$ cat src/rtl/tlv_stream_deframer_top_macros.svh
// ---------------------------------------------------------------------------
// Assertion macros for the TLV stream deframer
// Clocked on clk_i, disabled while rst_ni is low.
// ---------------------------------------------------------------------------
`ifndef TLV_STREAM_DEFRAMER_TOP_MACROS_SVH
`define TLV_STREAM_DEFRAMER_TOP_MACROS_SVH

// Same-cycle implication
`define TLV_ASSERT_NOW(lbl, ante, cons, msg) \
  lbl: assert property (@(posedge clk_i) disable iff (!rst_ni) (ante) |-> (cons)) \
    else $error(msg);

// Next-cycle implication
`define TLV_ASSERT_NEXT(lbl, ante, cons, msg) \
  lbl: assert property (@(posedge clk_i) disable iff (!rst_ni) (ante) |=> (cons)) \
    else $error(msg);

`endif

$ cat src/rtl/tlvdfr_pkg.sv
// ---------------------------------------------------------------------------
// TLV deframer package
// Types and constants shared by the deframer core and top level.
// ---------------------------------------------------------------------------
package tlvdfr_pkg;

  // Saturation ceiling of the completed-object counter
  localparam logic [4:0] COUNT_CEIL = 5'd31;

  // Zero padding of the result tdata to whole bytes
  localparam int unsigned RES_PAD_W = 4;

  // Parser phase, one-hot
  typedef enum logic [3:0] {
    PH_TYPE   = 4'b0001,
    PH_LEN_LO = 4'b0010,
    PH_LEN_HI = 4'b0100,
    PH_DATA   = 4'b1000
  } phase_e;

  // Role of a byte within its object
  typedef enum logic [1:0] {
    ROLE_TYPE   = 2'd0,
    ROLE_LEN_LO = 2'd1,
    ROLE_LEN_HI = 2'd2,
    ROLE_DATA   = 2'd3
  } role_e;

  // Result status
  typedef enum logic [1:0] {
    ST_OK       = 2'd0,
    ST_TOO_MANY = 2'd1,
    ST_TRUNC    = 2'd2
  } status_e;

  // One result per input byte
  typedef struct packed {
    role_e        role;
    logic [7:0]   data_byte;
    logic [3:0]   object_index;
    logic [7:0]   object_type;
    logic [15:0]  object_size;
    logic         object_end;
    logic         message_end;
    logic [4:0]   object_count;
    status_e      status;
  } res_t;

endpackage

$ cat src/rtl/tlvdfr_core.sv
// ---------------------------------------------------------------------------
// TLV deframer core
// Holds the parse state; one byte's result per cycle while step_i is high.
// ---------------------------------------------------------------------------
module tlvdfr_core import tlvdfr_pkg::*; #(
  parameter int unsigned MAX_OBJECTS = 16
) (
  input  logic       clk_i,
  input  logic       rst_ni,
  input  logic       step_i,       // byte accepted this cycle
  input  logic [7:0] byte_i,
  input  logic       last_i,
  output res_t       res_o
);

  localparam logic [7:0] MaxObj = 8'(MAX_OBJECTS);

  phase_e      phase_q, phase_d;
  logic [7:0]  type_q, type_d;
  logic [15:0] size_q, size_d;
  logic [15:0] left_q, left_d;
  logic [4:0]  done_q, done_d;
  logic        disc_q, disc_d;

  logic [15:0] size_hi;
  logic [15:0] left_dec;
  logic        full;
  logic        finish;

  assign size_hi  = {byte_i, size_q[7:0]};
  assign left_dec = left_q - 16'd1;
  assign full     = ({3'b000, done_q} >= MaxObj) || (done_q >= COUNT_CEIL);

  // Next state and result
  always_comb begin
    phase_d = phase_q;
    type_d  = type_q;
    size_d  = size_q;
    left_d  = left_q;
    disc_d  = disc_q;
    finish  = 1'b0;

    res_o              = '0;
    res_o.role         = ROLE_TYPE;
    res_o.status       = ST_OK;
    res_o.data_byte    = byte_i;
    res_o.message_end  = last_i;
    res_o.object_index = done_q[3:0];

    if (disc_q) begin
      res_o.status = ST_TOO_MANY;
    end else begin
      unique case (phase_q)
        PH_TYPE: begin
          if (full) begin
            disc_d       = 1'b1;
            res_o.status = ST_TOO_MANY;
          end else begin
            type_d            = byte_i;
            size_d            = '0;
            res_o.object_type = byte_i;
            phase_d           = PH_LEN_LO;
          end
        end
        PH_LEN_LO: begin
          res_o.role        = ROLE_LEN_LO;
          size_d            = {8'h00, byte_i};
          res_o.object_type = type_q;
          phase_d           = PH_LEN_HI;
        end
        PH_LEN_HI: begin
          res_o.role        = ROLE_LEN_HI;
          size_d            = size_hi;
          res_o.object_type = type_q;
          res_o.object_size = size_hi;
          if (size_hi == 16'd0) begin
            res_o.object_end = 1'b1;
            finish           = 1'b1;
          end else begin
            left_d  = size_hi;
            phase_d = PH_DATA;
          end
        end
        PH_DATA: begin
          res_o.role        = ROLE_DATA;
          res_o.object_type = type_q;
          res_o.object_size = size_q;
          left_d            = left_dec;
          if (left_dec == 16'd0) begin
            res_o.object_end = 1'b1;
            finish           = 1'b1;
          end
        end
        default: begin
          phase_d = PH_TYPE;
        end
      endcase
    end

    // Object completion: saturating count, back to type byte
    done_d = done_q;
    if (finish) begin
      phase_d = PH_TYPE;
      if (done_q < COUNT_CEIL) begin
        done_d = done_q + 5'd1;
      end
    end

    // Message ends mid-object
    if (last_i && (res_o.status == ST_OK) && (phase_d != PH_TYPE)) begin
      res_o.status = ST_TRUNC;
    end
    res_o.object_count = done_d;
  end

  // State registers; cleared after the last byte of a message
  always_ff @(posedge clk_i or negedge rst_ni) begin
    if (!rst_ni) begin
      phase_q <= PH_TYPE;
      type_q  <= '0;
      size_q  <= '0;
      left_q  <= '0;
      done_q  <= '0;
      disc_q  <= 1'b0;
    end else if (step_i) begin
      if (last_i) begin
        phase_q <= PH_TYPE;
        type_q  <= '0;
        size_q  <= '0;
        left_q  <= '0;
        done_q  <= '0;
        disc_q  <= 1'b0;
      end else begin
        phase_q <= phase_d;
        type_q  <= type_d;
        size_q  <= size_d;
        left_q  <= left_d;
        done_q  <= done_d;
        disc_q  <= disc_d;
      end
    end
  end

endmodule

$ cat src/rtl/tlv_stream_deframer_top.sv
// A transfer's result is registered and shows on the master side next cycle.
// Throughput: one byte per cycle; the result register frees as it is taken,
// so the block stalls only while a result waits on m_axis_tready_i.
// Reset: rst_ni clears the parse state and the result valid at once;
// state also clears after each byte marked with tlast.
// ---------------------------------------------------------------------------
// TLV stream deframer top level
// Splits a byte stream into type-length-value objects, one result per byte.
// ---------------------------------------------------------------------------
`include "tlv_stream_deframer_top_macros.svh"

module tlv_stream_deframer_top import tlvdfr_pkg::*; #(
  parameter int unsigned MAX_OBJECTS = 16
) (
  input  logic        clk_i,
  input  logic        rst_ni,
  // Input bytes
  input  logic        s_axis_tvalid_i,
  output logic        s_axis_tready_o,
  input  logic [7:0]  s_axis_tdata_i,   // [7:0] byte_value
  input  logic        s_axis_tlast_i,   // last_byte
  // Results
  output logic        m_axis_tvalid_o,
  input  logic        m_axis_tready_i,
  // [7:0] data_byte, [11:8] object_index, [19:12] object_type,
  // [35:20] object_size, [36] object_end, [41:37] object_count,
  // [43:42] status, [47:44] zero
  output logic [47:0] m_axis_tdata_o,
  output logic [1:0]  m_axis_tuser_o,   // [1:0] role
  output logic        m_axis_tlast_o    // message_end
);

  logic in_xfer;
  logic out_valid_q;
  res_t res;
  res_t res_q;

  // Accept while the result register is empty or being emptied
  assign s_axis_tready_o = !out_valid_q || m_axis_tready_i;
  assign in_xfer         = s_axis_tvalid_i && s_axis_tready_o;

  tlvdfr_core #(
    .MAX_OBJECTS (MAX_OBJECTS)
  ) u_core (
    .clk_i  (clk_i),
    .rst_ni (rst_ni),
    .step_i (in_xfer),
    .byte_i (s_axis_tdata_i),
    .last_i (s_axis_tlast_i),
    .res_o  (res)
  );

  // Result valid
  always_ff @(posedge clk_i or negedge rst_ni) begin
    if (!rst_ni) begin
      out_valid_q <= 1'b0;
    end else if (in_xfer) begin
      out_valid_q <= 1'b1;
    end else if (m_axis_tready_i) begin
      out_valid_q <= 1'b0;
    end
  end

  // Result payload
  always_ff @(posedge clk_i) begin
    if (in_xfer) begin
      res_q <= res;
    end
  end

  assign m_axis_tvalid_o = out_valid_q;
  assign m_axis_tuser_o  = res_q.role;
  assign m_axis_tlast_o  = res_q.message_end;
  assign m_axis_tdata_o  = {{RES_PAD_W{1'b0}}, res_q.status, res_q.object_count,
                            res_q.object_end, res_q.object_size, res_q.object_type,
                            res_q.object_index, res_q.data_byte};

  // Checks
  `TLV_ASSERT_NEXT(a_xfer_gives_result, in_xfer, out_valid_q, "accepted byte lost its result")
  `TLV_ASSERT_NOW(a_end_role, out_valid_q && res_q.object_end,
    (res_q.role == ROLE_LEN_HI) || (res_q.role == ROLE_DATA), "object end on a header byte")
  `TLV_ASSERT_NOW(a_discard_shape, out_valid_q && (res_q.status == ST_TOO_MANY),
    (res_q.role == ROLE_TYPE) && !res_q.object_end && (res_q.object_type == 8'h00),
    "discarded byte carries object fields")
  `TLV_ASSERT_NOW(a_trunc_last, out_valid_q && (res_q.status == ST_TRUNC),
    res_q.message_end && !res_q.object_end, "truncation flagged away from message end")

endmodule

$ cat config.mk
export PLATFORM = sky130hd
export DESIGN_NAME = tlv_stream_deframer_top
export DESIGN_NICKNAME = d
export VERILOG_FILES = /design/src/rtl/tlvdfr_pkg.sv /design/src/rtl/tlvdfr_core.sv /design/src/rtl/tlv_stream_deframer_top.sv
export VERILOG_INCLUDE_DIRS = /design/src /design/src/rtl
export SDC_FILE = /design/constraint.sdc
export NUM_CORES = 1
export LEC_CHECK = 0
export BUFFER_PORTS_ARGS = -buffer_cell sky130_fd_sc_hd__buf_4
export CORE_UTILIZATION = 52
export CTS_CLUSTER_SIZE = 20
export DETAILED_ROUTE_END_ITERATION = 6
export PLACE_DENSITY = 0.78
export SLEW_MARGIN = 20
export SYNTH_ARGS = -nofsm -noshare
export SYNTH_HDL_FRONTEND = slang
export SYNTH_SLANG_ARGS = --single-unit
export TNS_END_PERCENT = 10
$ cat constraint.sdc
create_clock -name clk_i -period 3 [get_ports clk_i]
set_input_delay 0.45 -clock clk_i [delete_from_list [all_inputs] [get_ports clk_i]]
set_output_delay 0.45 -clock clk_i [all_outputs]
set_load 0.01 [all_outputs]
==> results.sh <==
export IMPL_outcome="finished clean"
export IMPL_fin_setup_tns_ns=0
export IMPL_ff2ff_setup_slack_ns=0.21
export IMPL_drt_total_wl_mm=11.5
export IMPL_syn_inst=483
export IMPL_ys_flop_type="dfrtp_1"
export IMPL_finClkSkew_ns=0.00700
export IMPL_syn_area_per_cell_um2=10.1
export IMPL_post_cts_setup_buffers=0
export IMPL_yosysMostFrequentCell="o21ai_0"
export IMPL_cp_required_ns=3.12
export IMPL_htreeDepth=3
export IMPL_synth_distinct_cells=61
export IMPL_synth_top_area_cell="edfxtp_1"
export IMPL_crit_path_end_kind="flip-flop"
export IMPL_root_buffer="clkbuf_8"
export IMPL_first_pass_iters=5
export IMPL_arrival_ns=2.91
export IMPL_nets=569
export IMPL_synth_top_area_share_pct=29.0
export IMPL_slowest_delay_ns=0.62
export IMPL_hold_buffers=0
export IMPL_irDropWorstVdd_mv=0.281
export IMPL_ys_seq_area_share_pct=55.2
export IMPL_fin_crit_ns=2.79
export IMPL_remaining_drc_errors=0
export IMPL_cts_tree="yes"
export IMPL_fmax_ghz=0.358
export IMPL_post_dp_cell_area_um2=5510
export IMPL_routabilityCongestion=0.944
export IMPL_antenna_found_initial=0
export IMPL_die_h_um=98.8
export IMPL_crit_slowest_cell="or4_1"
export IMPL_start_util_pct=54.8
export IMPL_cts_path_max_buffers=2
export IMPL_ys_ff_latch=98
export IMPL_coreArea_um2=8890
export IMPL_path_clk_slew_ns=0.10
export IMPL_slew_headroom_pct=44.1
export IMPL_wl_per_cell_um=17.3
export IMPL_cts_inserted_buffers=9
export IMPL_track_usage_pct=24.8
export IMPL_n_antenna_cell=0
export IMPL_p_leak_uw=0.00239
export IMPL_fillCellCount=689
export IMPL_clock_latency_ns=0.36
export IMPL_vias_per_cell=5.96
export IMPL_die_w_um=98.8
export IMPL_yosys_warnings=0
export IMPL_post_route_period_util_pct=93.1
export IMPL_maxCapViolCount=0
export IMPL_r2r_start="u_core.left_q[7]"
export IMPL_num_rows=34
export IMPL_setup_viol=0
export IMPL_port_buffers=61
export IMPL_p_per_area_nw_per_um2=511
export IMPL_postLayoutCellArea_um2=5770
export IMPL_synth_area_leaders="edfxtp_1 (29%), dfrtp_1 (26%), o21ai_0 (6.5%)"
export IMPL_first_global_vias=3716
export IMPL_die_area_um2=9750
export IMPL_dp_hpwl_mm=7.59
export IMPL_crit_type="reg2reg"
export IMPL_gr_total_overflow=0
export IMPL_crit_path_max_fanout=7
export IMPL_grt_max_degree=52
export IMPL_route_vias_total=3960
export IMPL_tightest_slew_ns=0.836
export IMPL_yosys_top_cells_count="o21ai_0 (63), dfrtp_1 (50), nor2_1 (50), edfxtp_1 (47), nand2_1 (42)"
export IMPL_drtIter0Drc=416
export IMPL_async_flop_share_pct=52.0
export IMPL_worstRegToRegCells=7
export IMPL_synth_edff_count=47
export IMPL_rr_endpoint="m_axis_tdata_o[39]"
export IMPL_cts_resized=0
export IMPL_drive_gt1_share_pct=22.1
export IMPL_area_growth_pct=18.5
export IMPL_crit_chain="or4_1, nor3_4, a31oi_1, o21ai_1, a41oi_2, nor3b_1, mux2_2"
export IMPL_ant_nets=0
export IMPL_grt_pass1_wl_mm=18.7
export IMPL_rsz0062_at_grt="false"
export IMPL_syn_area_um2=4870
export IMPL_startpoint_type="flip-flop"
export IMPL_finalHoldViolations=0
export IMPL_clock_sinks=98
export IMPL_hp_class="in2async"
export IMPL_drv_slew=0
export IMPL_pin_count=66
how the worst max path moves through the flow:
stage,from,to,slack (ns),cells after the start
after detailed placement,u_core.left_q[0],m_axis_tdata_o[37],0.05,9
after floorplan,u_core.left_q[0],u_core.done_q[2],0.32,10
after global placement,u_core.left_q[0],m_axis_tdata_o[38],0.20,9
after global routing,u_core.left_q[8],m_axis_tdata_o[39],0.03,7
final,u_core.left_q[7],m_axis_tdata_o[39],0.21,7
after CTS,u_core.left_q[0],m_axis_tdata_o[38],0.05,9
metal layers:
| layer | wire length, µm | GRT usage [%] |
|---|---|---|
| met5 | 0 | 0 |
| met4 | 354 | 10.7 |
| met1 | 5040 | 35.0 |
| met2 | 5180 | 37.5 |
| met3 | 892 | 4.75 |
cell type report:
type                            count  area [µm²]  area share (%)
Multi-Input combinational cell    338        2010            34.9
Clock inverter                      5        86.3            1.50
Timing Repair Buffer               83         623            10.8
Sequential cell                    98        2690            46.6
Tap cell                          108         135            2.34
Clock buffer                       11         141            2.45
Inverter                           21        82.6            1.43
cells in the final DEF (no fill, tap or decap), types with 2 or more instances in the layout:
cell and count:
ha_1 4, nand2_1 42, nand3_1 10, nand2b_1 15, inv_1 20, o211ai_1 3
buf_4 83, a22oi_1 19, or2_2 4, nor3_4 2, a32oi_1 2, or3_1 4
mux2_2 4, nor2_1 49, bufinv_16 2, a22o_1 2, conb_1 4, a31oi_1 2
or4_1 4, and3_1 6, a2bb2oi_1 2, o21ai_0 63, a21oi_1 19, and2_1 11
nand4_1 6, clkinv_4 2, a32o_1 2, nor3_1 7, dfrtp_1 50, edfxtp_1 47
nor4_1 9, o21ai_1 4, nor4b_2 2, nor2b_1 5, clkbuf_8 10, xnor2_1 3
critical path, delay by kind of cell (launching register included):
kind | cells | cell delay, ns
AO/OA/AOI/OAI | 3 | 0.59
multiplexers | 1 | 0.36
flip-flops | 1 | 0.48
AND/OR/NAND/NOR | 3 | 1.10
sequential cells by signal, indices dropped and copies added, names as in the netlist:
name and flops:
u_core.disc_q 1, m_axis_tuser_o 2, m_axis_tlast_o 1, u_core.phase_q 4, u_core.size_q 16, u_core.done_q 5
u_core.left_q 16, u_core.type_q 8, m_axis_tdata_o 44, m_axis_tvalid_o 1
kinds of logic (layout without fill, tap and decap cells):
family	count (synthesis)	after routing	synth area share, %
AND/OR/NAND/NOR	186	186	20.1
AO/OA/AOI/OAI	134	134	16.9
flip-flops	98	98	55.2
buffers and inverters	50	120	4.47
adder cells (fa/ha/maj)	5	5	1.29
multiplexers	5	5	1.13
XOR/XNOR	4	4	0.720
other	1	4	0.0770
metrics by stage:
stage	hold WS, ns	util (%)	std cells	setup WS (ns)	power (µW)
4_1_cts	0.134	64.5	664	0.0498	2960
3_3_place_gp	0.462	62.0	648	0.199	1990
5_1_grt	0.161	64.9	664	0.0318	3060
2_1_floorplan	0.154	-	486	0.316	1810
6_report	0.114	64.9	664	0.207	2950
3_5_place_dp	0.471	62.0	648	0.0525	2000
power breakdown:
part | internal (µW) | total, µW | switching [µW] | leakage, µW
Combinational | 173 | 430 | 257 | 0.00112
Sequential | 1500 | 1550 | 55.6 | 0.00116
Clock | 499 | 965 | 466 | 0.000114
Total | 2170 | 2950 | 778 | 0.00239
Note: power is estimated with default switching activity, not from simulation.
